<file path="config.mk">
export PLATFORM = sky130hd
export DESIGN_NAME = radix_number_parser
export DESIGN_NICKNAME = d
export VERILOG_FILES = /design/src/hw/rtl/rnp_pkg.sv /design/src/hw/rtl/rnp_char_decode.sv /design/src/hw/rtl/rnp_core.sv /design/src/hw/rtl/radix_number_parser.sv
export VERILOG_INCLUDE_DIRS = /design/src /design/src/hw/rtl
export SDC_FILE = /design/constraint.sdc
export NUM_CORES = 1
export LEC_CHECK = 0
export ABC_AREA = 0
export ABC_CLOCK_PERIOD_IN_PS = 10850
export BUFFER_PORTS_ARGS = -buffer_cell sky130_fd_sc_hd__buf_2
export CAP_MARGIN = 20
export CORE_MARGIN = 1
export CORE_UTILIZATION = 29
export DETAILED_ROUTE_END_ITERATION = 7
export PLACE_DENSITY = 0.53
export REMOVE_ABC_BUFFERS = 1
export SLEW_MARGIN = 30
export SYNTH_ARGS = -nofsm -noshare
export SYNTH_HDL_FRONTEND = slang
export SYNTH_HIERARCHICAL = 1
export SYNTH_SLANG_ARGS = --single-unit
</file>
<file path="constraint.sdc">
create_clock -name clk -period 10.85 [get_ports clk]
set_clock_uncertainty 0.05 [all_clocks]
set_input_delay 1.085 -clock clk [delete_from_list [all_inputs] [get_ports clk]]
set_output_delay 1.085 -clock clk [all_outputs]
set_load 0.005 [all_outputs]
</file>
<file path="src/hw/rtl/radix_number_parser_macros.svh">
// Assertion macros shared by the radix number parser RTL.
// Included by the modules that carry concurrent checks; needs no package.
`ifndef RADIX_NUMBER_PARSER_MACROS_SVH
`define RADIX_NUMBER_PARSER_MACROS_SVH

// Same-cycle implication, checked outside reset
`define RNP_ASSERT_NOW(label, clk, rst_n, ante, cons, msg) \
  label: assert property (@(posedge clk) disable iff (!rst_n) (ante) |-> (cons)) \
    else $error(msg);

// Next-cycle implication, checked outside reset
`define RNP_ASSERT_NEXT(label, clk, rst_n, ante, cons, msg) \
  label: assert property (@(posedge clk) disable iff (!rst_n) (ante) |=> (cons)) \
    else $error(msg);

`endif

</file>
<file path="src/hw/rtl/rnp_pkg.sv">
// Types and constants of the radix number parser.
// Used by rnp_char_decode, rnp_core and radix_number_parser; no dependencies.
package rnp_pkg;

  // Register indexes on the configuration port
  localparam logic REG_RADIX       = 1'b0;
  localparam logic REG_RESULT_BITS = 1'b1;

  // Register widths and reset values
  localparam int RADIX_W = 6;
  localparam int RBITS_W = 7;
  localparam logic [RADIX_W-1:0] RADIX_RST = 6'd10;
  localparam logic [RBITS_W-1:0] RBITS_RST = 7'd64;

  // Legal register ranges
  localparam logic [RADIX_W-1:0] RADIX_MIN = 6'd2;
  localparam logic [RADIX_W-1:0] RADIX_MAX = 6'd36;
  localparam logic [RBITS_W-1:0] RBITS_MIN = 7'd8;

  // Bases that allow a prefix
  localparam logic [RADIX_W-1:0] RADIX_BIN = 6'd2;
  localparam logic [RADIX_W-1:0] RADIX_HEX = 6'd16;

  // Characters
  localparam logic [7:0] CH_ZERO  = 8'h30;  // '0'
  localparam logic [7:0] CH_NINE  = 8'h39;  // '9'
  localparam logic [7:0] CH_UP_A  = 8'h41;  // 'A'
  localparam logic [7:0] CH_UP_Z  = 8'h5A;  // 'Z'
  localparam logic [7:0] CH_LO_A  = 8'h61;  // 'a'
  localparam logic [7:0] CH_LO_Z  = 8'h7A;  // 'z'
  localparam logic [7:0] CH_UP_B  = 8'h42;  // 'B'
  localparam logic [7:0] CH_LO_B  = 8'h62;  // 'b'
  localparam logic [7:0] CH_UP_X  = 8'h58;  // 'X'
  localparam logic [7:0] CH_LO_X  = 8'h78;  // 'x'

  // Digit value of a non-alphanumeric character, above any base
  localparam logic [6:0] NO_DIGIT = 7'd99;

  localparam int VALUE_W = 64;

  typedef enum logic [1:0] {
    STAT_OK       = 2'd0,
    STAT_INVALID  = 2'd1,
    STAT_OVERFLOW = 2'd2
  } status_t;

  // Decoded character
  typedef struct packed {
    logic       is_dec;  // '0'..'9'
    logic [6:0] val;     // digit value, NO_DIGIT if none
  } digit_info_t;

  // One result item
  typedef struct packed {
    logic [VALUE_W-1:0] value;
    status_t            status;
  } result_t;

endpackage

</file>
<file path="src/hw/rtl/rnp_char_decode.sv">
// Character to digit decoder of the radix number parser.
// Depends on rnp_pkg for the character constants and digit_info_t.
module rnp_char_decode (
  input  logic [7:0]          char_i,
  output rnp_pkg::digit_info_t info_o
);
  import rnp_pkg::*;

  logic is_dec;
  logic is_up;
  logic is_lo;

  assign is_dec = (char_i >= CH_ZERO) && (char_i <= CH_NINE);
  assign is_up  = (char_i >= CH_UP_A) && (char_i <= CH_UP_Z);
  assign is_lo  = (char_i >= CH_LO_A) && (char_i <= CH_LO_Z);

  // Decimal digits give 0..9; letters, upper or lower, give 10..35
  always_comb begin
    info_o.is_dec = is_dec;
    priority if (is_dec) begin
      info_o.val = 7'(char_i - CH_ZERO);
    end else if (is_up) begin
      info_o.val = 7'(char_i - CH_UP_A) + 7'd10;
    end else if (is_lo) begin
      info_o.val = 7'(char_i - CH_LO_A) + 7'd10;
    end else begin
      info_o.val = NO_DIGIT;
    end
  end

endmodule

</file>
<file path="src/hw/rtl/rnp_core.sv">
// Numeral state and per-character update of the radix number parser.
// Depends on rnp_pkg, rnp_char_decode and radix_number_parser_macros.svh.
module rnp_core #(
  parameter int MAX_WIDTH = 64
) (
  input  logic                        clk,
  input  logic                        rst_n,
  input  logic                        fire_i,   // character consumed this cycle
  input  logic [7:0]                  char_i,
  input  logic                        last_i,
  input  logic [rnp_pkg::RADIX_W-1:0] radix_i,
  input  logic [rnp_pkg::RBITS_W-1:0] rbits_i,
  output rnp_pkg::result_t            result_o  // valid when fire_i && last_i
);
  import rnp_pkg::*;
  `include "radix_number_parser_macros.svh"

  localparam int PROD_W = MAX_WIDTH + RADIX_W + 1;

  // Numeral state
  logic [MAX_WIDTH-1:0] acc_r, acc_nxt;
  logic [1:0]           pos_r, pos_nxt;
  logic                 fwz_r, fwz_nxt;
  logic                 err_r, err_nxt;
  logic                 ovf_r, ovf_nxt;

  digit_info_t          dig;
  logic                 cfg_ok;
  logic                 pfx_slot;
  logic                 is_pfx;
  logic                 take;
  logic                 digit_ok;
  logic [MAX_WIDTH-1:0] lim;
  logic [PROD_W-1:0]    prod;
  logic                 prod_big;

  rnp_char_decode u_dec (
    .char_i (char_i),
    .info_o (dig)
  );

  // Register sanity
  assign cfg_ok = (radix_i >= RADIX_MIN) && (radix_i <= RADIX_MAX) &&
                  (rbits_i >= RBITS_MIN) && (rbits_i <= RBITS_W'(MAX_WIDTH));

  // Largest allowed value
  assign lim = (rbits_i >= RBITS_W'(MAX_WIDTH)) ? '1 : ~({MAX_WIDTH{1'b1}} << rbits_i);

  // Second character after a leading zero may be a prefix
  assign pfx_slot = (pos_r == 2'd1) && fwz_r && !last_i;
  assign is_pfx   = ((radix_i == RADIX_BIN) && (char_i == CH_LO_B || char_i == CH_UP_B)) ||
                    ((radix_i == RADIX_HEX) && (char_i == CH_LO_X || char_i == CH_UP_X));

  // Character goes through the digit path
  assign take     = !err_r && cfg_ok && (!pfx_slot || (!is_pfx && dig.is_dec));
  assign digit_ok = dig.val < 7'(radix_i);

  // acc*radix + digit, exact; overflow when it exceeds the limit
  assign prod     = PROD_W'(acc_r) * PROD_W'(radix_i) + PROD_W'(dig.val);
  assign prod_big = prod > PROD_W'(lim);

  // Next state for this character
  always_comb begin
    acc_nxt = acc_r;
    err_nxt = err_r;
    ovf_nxt = ovf_r;
    fwz_nxt = fwz_r;
    pos_nxt = (pos_r < 2'd2) ? pos_r + 2'd1 : pos_r;
    if (!err_r) begin
      if (!cfg_ok) begin
        err_nxt = 1'b1;
      end else if (pfx_slot && !is_pfx && !dig.is_dec) begin
        err_nxt = 1'b1;
      end else if (take) begin
        if (!digit_ok) begin
          err_nxt = 1'b1;
        end else if (!ovf_r) begin
          if (prod_big) begin
            ovf_nxt = 1'b1;
          end else begin
            acc_nxt = prod[MAX_WIDTH-1:0];
          end
        end
      end
      if (pos_r == 2'd0) begin
        fwz_nxt = (char_i == CH_ZERO) && !last_i &&
                  (radix_i == RADIX_BIN || radix_i == RADIX_HEX);
      end
    end
  end

  // Result on the last character; the limit in force now applies again
  always_comb begin
    if (err_nxt) begin
      result_o.value  = '1;
      result_o.status = STAT_INVALID;
    end else if (ovf_nxt || (acc_nxt > lim)) begin
      result_o.value  = '1;
      result_o.status = STAT_OVERFLOW;
    end else begin
      result_o.value  = VALUE_W'(acc_nxt);
      result_o.status = STAT_OK;
    end
  end

  // State registers; cleared after each numeral
  always_ff @(posedge clk) begin
    if (!rst_n) begin
      acc_r <= '0;
      pos_r <= 2'd0;
      fwz_r <= 1'b0;
      err_r <= 1'b0;
      ovf_r <= 1'b0;
    end else if (fire_i) begin
      if (last_i) begin
        acc_r <= '0;
        pos_r <= 2'd0;
        fwz_r <= 1'b0;
        err_r <= 1'b0;
        ovf_r <= 1'b0;
      end else begin
        acc_r <= acc_nxt;
        pos_r <= pos_nxt;
        fwz_r <= fwz_nxt;
        err_r <= err_nxt;
        ovf_r <= ovf_nxt;
      end
    end
  end

  // Checks
  `RNP_ASSERT_NEXT(a_clear_after_last, clk, rst_n, fire_i && last_i,
    pos_r == 2'd0 && !err_r && !ovf_r && acc_r == '0, "numeral state not cleared")
  `RNP_ASSERT_NEXT(a_ovf_freezes_acc, clk, rst_n, fire_i && ovf_r && !last_i,
    $stable(acc_r), "accumulator moved after overflow")
  `RNP_ASSERT_NEXT(a_err_sticky, clk, rst_n, fire_i && err_r && !last_i,
    err_r && $stable(acc_r), "error flag dropped inside a numeral")

endmodule

</file>
<file path="src/hw/rtl/radix_number_parser.sv">
// Top level of the radix number parser: input register, config, result register.
// Depends on rnp_pkg, rnp_core and radix_number_parser_macros.svh.
//
//  channel | direction | payload
//  --------+-----------+------------------------------------------------
//  in_     | slave     | tdata[7:0] character, tlast last character
//  out_    | master    | tdata[63:0] value, tuser[1:0] status
//  cfg_    | slave     | addr 0 radix, 1 result_bits; data[6:0]
//
// One character per cycle unless a last character is held by a stalled result;
// a result is presented once its last character has passed the input register
// and then the result register; the single multiply-add-compare on the
// accumulator sits between the two registers. Reset restores radix 10 and 64
// bits and clears the numeral. A stalled result holds only the last character
// of the next numeral; other characters keep flowing.
module radix_number_parser #(
  parameter int MAX_WIDTH = 64
) (
  input  logic        clk,
  input  logic        rst_n,
  // character stream
  input  logic        in_tvalid,
  output logic        in_tready,
  input  logic [7:0]  in_tdata,   // [7:0] character
  input  logic        in_tlast,
  // result stream
  output logic        out_tvalid,
  input  logic        out_tready,
  output logic [63:0] out_tdata,  // [63:0] value
  output logic [1:0]  out_tuser,  // [1:0] status
  // register writes
  input  logic        cfg_valid,
  output logic        cfg_ready,
  input  logic        cfg_addr,
  input  logic [6:0]  cfg_data
);
  import rnp_pkg::*;
  `include "radix_number_parser_macros.svh"

  logic                 in_valid_r;
  logic [7:0]           in_char_r;
  logic                 in_last_r;
  logic [RADIX_W-1:0]   radix_r;
  logic [RBITS_W-1:0]   rbits_r;
  logic                 out_valid_r, out_valid_nxt;
  result_t              out_res_r;
  result_t              res;
  logic                 proc_fire;

  // Character leaves the input register unless it is a last one blocked by the output
  assign proc_fire = in_valid_r && (!in_last_r || !out_valid_r || out_tready);
  assign in_tready = !in_valid_r || proc_fire;
  assign cfg_ready = 1'b1;

  // Input register
  always_ff @(posedge clk) begin
    if (!rst_n) begin
      in_valid_r <= 1'b0;
    end else if (in_tready) begin
      in_valid_r <= in_tvalid;
    end
  end

  always_ff @(posedge clk) begin
    if (in_tready && in_tvalid) begin
      in_char_r <= in_tdata;
      in_last_r <= in_tlast;
    end
  end

  // Configuration registers
  always_ff @(posedge clk) begin
    if (!rst_n) begin
      radix_r <= RADIX_RST;
      rbits_r <= RBITS_RST;
    end else if (cfg_valid && cfg_ready) begin
      unique case (cfg_addr)
        REG_RADIX:       radix_r <= cfg_data[RADIX_W-1:0];
        REG_RESULT_BITS: rbits_r <= cfg_data;
        default:         rbits_r <= rbits_r;
      endcase
    end
  end

  rnp_core #(
    .MAX_WIDTH (MAX_WIDTH)
  ) u_core (
    .clk      (clk),
    .rst_n    (rst_n),
    .fire_i   (proc_fire),
    .char_i   (in_char_r),
    .last_i   (in_last_r),
    .radix_i  (radix_r),
    .rbits_i  (rbits_r),
    .result_o (res)
  );

  // Result register
  always_comb begin
    priority if (proc_fire && in_last_r) begin
      out_valid_nxt = 1'b1;
    end else if (out_tready) begin
      out_valid_nxt = 1'b0;
    end else begin
      out_valid_nxt = out_valid_r;
    end
  end

  always_ff @(posedge clk) begin
    if (!rst_n) begin
      out_valid_r <= 1'b0;
    end else begin
      out_valid_r <= out_valid_nxt;
    end
  end

  always_ff @(posedge clk) begin
    if (proc_fire && in_last_r) begin
      out_res_r <= res;
    end
  end

  assign out_tvalid = out_valid_r;
  assign out_tdata  = out_res_r.value;
  assign out_tuser  = out_res_r.status;

  // Checks
  `RNP_ASSERT_NEXT(a_last_held, clk, rst_n,
    in_valid_r && in_last_r && out_valid_r && !out_tready,
    in_valid_r && in_last_r && $stable(in_char_r), "blocked last character lost")
  `RNP_ASSERT_NOW(a_bad_is_ones, clk, rst_n, out_valid_r,
    out_res_r.status == STAT_OK || out_res_r.value == '1, "failed result not all ones")
  `RNP_ASSERT_NEXT(a_result_loaded, clk, rst_n, proc_fire && in_last_r,
    out_valid_r, "result register not loaded")

endmodule
</file>
# Word-level counts from Yosys, hierarchy flattened
# Index checks and enable logic that the tools add are counted.
[word_totals]
reg_bits = 159
latchBits = 0
ram_bits = 0
mem_bits_ro = 0
in_bits = 22
out_inout_bits = 69
elab_cells = 127
memories = 0
[op_classes]
n_addsub = 7
n_mul = 1
n_div = 0
n_lt_le_gt_ge = 15
n_eq_ne = 9
n_shift = 1
mux = 34
n_bitwise = 2
n_reduce_logical = 45
[ops]
columns = ["operator", "count"]
rows = [
  ["two-way mux 64 bit", 9],
  ["adder 70 x 7 -> 71 bit", 1],
  ["greater-than comparator 71 x 64 -> 1 bit", 1],
  ["multiplier 64 x 6 -> 70 bit", 1],
  ["greater-than comparator 64 bit", 1],
  ["inverter 64 bit", 1],
  ["<< shifter 64 x 7 -> 64 bit, first input constant", 1],
  ["== test 8 x 7 -> 1 bit, second input constant", 4],
  ["two-way mux 7 bit", 3],
  ["logical AND 1 bit", 20],
  ["two-way mux 1 bit", 19],
  ["greater-or-equal comparator 8 x 7 -> 1 bit, second input constant", 2],
  ["<= comparator 8 x 7 -> 1 bit, second input constant", 2],
  ["adder 7 x 4 -> 7 bit, second input constant", 2],
  ["subtractor 7 bit, second input constant", 2],
  ["logical OR 1 bit", 9],
  ["== test 8 x 6 -> 1 bit, second input constant", 1],
  ["greater-or-equal comparator 8 x 6 -> 1 bit, second input constant", 1],
  ["<= comparator 8 x 6 -> 1 bit, second input constant", 1],
  ["greater-or-equal comparator 7 x 4 -> 1 bit, second input constant", 1],
  ["greater-or-equal comparator 7 bit, second input constant", 1],
  ["<= comparator 7 bit, second input constant", 1],
  ["zero test 1 bit", 7],
  ["< comparator 7 x 6 -> 1 bit", 1],
  ["16 further kinds", 22],
]

# Depth between registers and ports, before layout
[logic_depth]
depth_word = 17
ltp_mapped = 48

# Modules after synthesis
# Netlist, hierarchy kept.
[by_module_without_submodules]
columns = ["mod", "instances", "cells_each", "area_per_inst_um2", "seq_area_each_um2"]
rows = [
  ["rnp_core", 1, 2565, 21219.1, 1381.3],
  ["radix_number_parser", 1, 141, 2879.0, 2552.4],
  ["rnp_char_decode", 1, 60, 450.4, 0.0],
]

# Least setup slack after synthesis
# No wires, ideal clock.
[synth_timing]
kind = "reg-to-reg"
from = "register radix_r[4]"
to = "register out_res_r (netlist bit out_tdata[2]), data pin"
setup_time_ns = 0.268
t_arrival_ns = 10.329
required_ns = 10.532
setup_slack_ns = 0.203
stages_incl_launch_ff = 44
n_path_buf = 6
path_cell_list = "dfxtp_1 > clkbuf_1 > clkbuf_1 > and2_1 > fa_1 > fa_1 > fa_1 > ha_1 > ha_1 > buf_2 > a21oi_1 > o21ai_1 > o21ai_0 > or2_2 > o21ai_0 > nor2b_1 > a31oi_1 > o31a_1 > [8 not listed] > and4_1 > nand4_1 > buf_4 > buf_6 > mux2_4 > ha_1 > a21o_1 > a21o_1 > a21o_1 > a21o_1 > a21o_1 > a21o_1 > a21o_1 > a221o_1 > o22ai_1 > o2111a_1 > buf_2 > o211ai_1"
[synth_via]
elab_chain_len = 14
[synth_rtl]
columns = ["element", "line_no", "source"]
rows = [
  ["start: declaration", "radix_number_parser.sv:43", "logic [RADIX_W-1:0] radix_r;"],
  ["start signal: assignment", "radix_number_parser.sv:78", "REG_RADIX: radix_r <= cfg_data[RADIX_W-1:0];"],
  ["parallel branches: the longest is 14 deep, another holds adder 70 x 7 -> 71 bit", "-", ""],
  ["end signal: assignment", "radix_number_parser.sv:119", "out_res_r <= res;"],
  ["end: declaration", "radix_number_parser.sv:46", "result_t out_res_r;"],
]
# Parallel ways; which one is timed is not known.
# A chain may end at the register's enable or synchronous reset.

# Worst setup path in the final report
[layout_timing]
from = "register radix_r[0]"
to = "register out_res_r (netlist bit out_tdata[26]), data pin"
# The elaborated chain is that of the path after synthesis.

==> summary.txt <==
Synthesis
  • Main synth FF type: dfxtp_1
  • Post-synth ARST share: 0%
  • Synth Instances: 2766
  • Mapped Area: 24550 µm²
  • Synth cell types: 94
  • Seq/Total Area, Yosys: roughly 16%
  • Post-synthesis simple-gate area fraction: 20.77%
  • XOR/XNOR Fraction of Synth Area: between 2 and 2.5%
  • Top cells by area, synth: fa_1 (21%), ha_1 (15%), edfxtp_1 (9.2%)
  • Area leader, netlist: fa_1
  • Multiplexer share of the synthesized area: 3.858%
  • Commonest cells post-synth: nand2_1 (331), ha_1 (293), fa_1 (253), and2_1 (252), inv_1 (206)
  • Compound-gate portion of the synthesized area: 15.49%
  • FF+latch count, synth: 159
  • Average size of a mapped cell: 8.875 µm²
  • Largest family of logic cells by synthesized area: adder cells
  • Synth Area in Adders: a little over a third
  • Post-synth EDFFs: 75
  • Most frequent cell after synthesis: nand2_1
  • Yosys warning count: 6
  • Synth top area share: 20.63%

Placed design
  • Area after DPL: around 28000 µm²
  • PortBufs: 89
  • DP Cell Count: 4155
  • GP Congestion: 0.9588
  • Post-DP HPWL: 68.50 mm
  • Setup WS pre-CTS: -0.4588 ns

Floorplan
  • Row count: 106
  • Initial Util: 29.33%
  • Die area: between 80000 and 90000 µm²
  • Die W: 292.9 µm
  • Area of the core: approximately 84000 µm²
  • I/O pin count: 91
  • Die Ht: 292.9 µm

Critical path
  • WP data arrival: 11.00 ns
  • Critical path required time: 11.05 ns
  • Max incr delay on CP: approximately 0.57 ns
  • Critical path peak fanout: 16
  • CP Capture Type: flip-flop
  • WS Path Type: flip-flop to flip-flop
  • Worst setup SP type: flip-flop
  • Worst path slowest cell: or4b_4
  • CP top delay family: compound AO/OA/AOI/OAI gates
  • Most Frequent Cell on Critical Path: buf_12
  • WP buf/inv: 9

Clocking
  • Clock sinks: about 160
  • CTS Root Cell: clkbuf_16
  • CTS Buffer Depth: 2
  • H-tree depth: 4
  • Clock Latency Late Sink: ~0.50 ns
  • Total CTS buffers: 17
  • Clk slew on worst S/H paths: ~0.07 ns
  • CTS tree: yes
  • CTS Hold Bufs: 0

Power and ir drop
  • P_int: around 1.1 mW
  • LEAKAGE: approximately 15 nW
  • Clock group share of total power: 41.5%
  • Net switching power figure: 0.4961 mW
  • Power share of the combinational group: 16.9%
  • Total power: between 1.5 and 2 mW
  • P per Cell Area: roughly 50 nW/µm²
  • Sequential power share: 41.6%
  • Peak supply drop: slightly below 100 µV
  • Switching Fraction: 31.71%

Final layout
  • NumNets Final: 3651
  • Final instance area: 31100 µm²
  • Post-Layout Cell Count: about 4.2k
  • Area delta synth->final: 26.67%
  • Share of cells above drive strength 1: between 20% and 30%

Global routing
  • GRT Total Usage: between 20% and 30%
  • Met3 usage: 2.322%
  • GRT Residual Overflow: 0
  • Busiest grt layer: met2
  • Largest net degree at the start of global routing: between 80 and 90
  • GR Layer Usage met2: 33.45%
  • Met1 track demand over resource: 27.24%
  • Vias in the first global route: about 22k
  • Antenna violations before repair: 1
  • First-pass GRT wire length: 132.6 mm

STA
  • Min cycle time layout: 10.80 ns
  • Worst hold slack: 0.4167 ns
  • Worst Tran Pin Value: 0.9598 ns
  • Final period util: 99.57%
  • Final Max Slew Viols: 0
  • PnR worst setup slack: about 0.046 ns
  • Final Hold Violating Endpoints: 0
  • Achievable clock frequency: 92.56 MHz
  • RSZ-0062 raised after global routing: true
  • Slew headroom: 36.01%
  • Final setup vio count: 0

Detailed routing
  • WL final: 88.24 mm
  • DR iter-0 viols: 1676
  • Via count: 21.80k
  • DRT Pass-1 Iters: 7
  • Via density: 5.146
  • Drt wl/cell: 20.83 µm
  • Residual DRC: 0
  • Antenna viol nets, final: 0

Status
  • Run status: finished clean

Run
  • Max-cap check violation count: 0

Hold path
  • Hold crit path type: flip-flop to flip-flop
==> logic make-up after synthesis <==
group,count (synthesis)
flops,159
compound gates,592
buf+inv,353
fa+ha+maj,546
other cells,1
xor+xnor,63
mux,73
simple gates,979
==> layout make-up <==
class	instances	area [µm²]
Inverter	206	773.2
Clock inverter	13	143.9
Tap cell	1134	1419
Antenna cell	6	15.01
Sequential cell	159	3953
Fill cell	8608	52590
Timing Repair Buffer	445	3628
Clock buffer	19	442.9
Multi-Input combinational cell	2254	20720
==> flip-flops by register name, indices dropped and copies added, names as in the netlist <==
register and count:
u_core/err_r 1, u_core/ovf_r 1, out_tvalid 1, in_char_r 8
u_core/acc_r 64, out_tuser 2, in_valid_r 1, out_tdata 64
u_core/pos_r 2, u_core/fwz_r 1, rbits_r 7, in_last_r 1
radix_r 6
==> worst reg2reg max path, delay by kind of cell, from the launching register on <==
kind | cells | cell delay (ns)
DFF | 1 | 0.36
buffers and inverters | 9 | 1.48
adders and majority gates | 7 | 2.73
AOI/OAI and AO/OA | 14 | 2.74
muxes | 1 | 0.33
xor gates and xnor gates | 1 | 0.40
and+or+nand+nor | 12 | 2.49
==> worst paths after layout <==
kind	start	endpoint	slack, ns	depth (start not counted)
worst min register to register	u_core/fwz_r$_SDFFE_PN0P_	u_core/fwz_r$_SDFFE_PN0P_	0.42	2
worst min-delay path	u_core/fwz_r$_SDFFE_PN0P_	u_core/fwz_r$_SDFFE_PN0P_	0.42	2
worst max-delay path	radix_r[0]$_SDFFE_PN0P_	out_tdata[26]$_DFFE_PP_	0.05	44
worst max register to register	radix_r[0]$_SDFFE_PN0P_	out_tdata[26]$_DFFE_PP_	0.05	44
==> metrics by stage <==
step	util (%)	TNS, ns
finish	37.16	0
global route	37.14	-4.965
CTS	34.90	0
detailed placement	33.78	-26.04
global placement	33.78	-24.72
floorplan	-	-235.04
==> power by group through the flow <==
stage	logic, mW	registers, mW	clock network, mW
after floorplan	0.111	0.672	0
after global placement	0.237	0.664	0
after detailed placement	0.238	0.664	0
after CTS	0.244	0.651	0.668
after global routing	0.285	0.652	0.686
final	0.265	0.651	0.649
==> cells in the final DEF, fill, tap and decap left out, types with 16 or more instances in the layout <==
cell type | netlist | final
nand2_1 | 331 | 321
buf_4 | 4 | 305
and2_1 | 252 | 249
fa_1 | 253 | 248
ha_1 | 293 | 231
inv_1 | 206 | 200
o21ai_0 | 142 | 121
a21oi_1 | 144 | 103
buf_2 | 27 | 89
nor2_1 | 90 | 81
dfxtp_1 | 84 | 77
edfxtp_1 | 75 | 75
nand4_1 | 70 | 70
a21o_1 | 69 | 69
nand2b_1 | 79 | 65
a21boi_1 | 65 | 64
ha_4 | 0 | 49
mux2_4 | 36 | 40
nand3_1 | 38 | 36
a21oi_2 | 1 | 34
xnor2_1 | 36 | 29
clkbuf_16 | 0 | 23
o21a_1 | 23 | 23
xor2_1 | 27 | 22
buf_12 | 0 | 21
buf_6 | 14 | 20
nor3_1 | 26 | 20
mux2_1 | 23 | 17
nor2b_1 | 19 | 16
o21ai_1 | 9 | 16
==> metal layers <==
metal  vias up  part of all wire, %
met1     10950                   45
li1      10140                    -
met2       579                   48
met4         0                  2.9
met3       125                  4.9
met5         -                    0
==> what timing repair did <==
item	in CTS	in global routing
resized for setup	46	276
pin swaps	21	170
setup buffers	8	28
endpoints found under the setup margin	65	65
cloned	2	6
No activity file was read; power rests on OpenSTA's default activity.
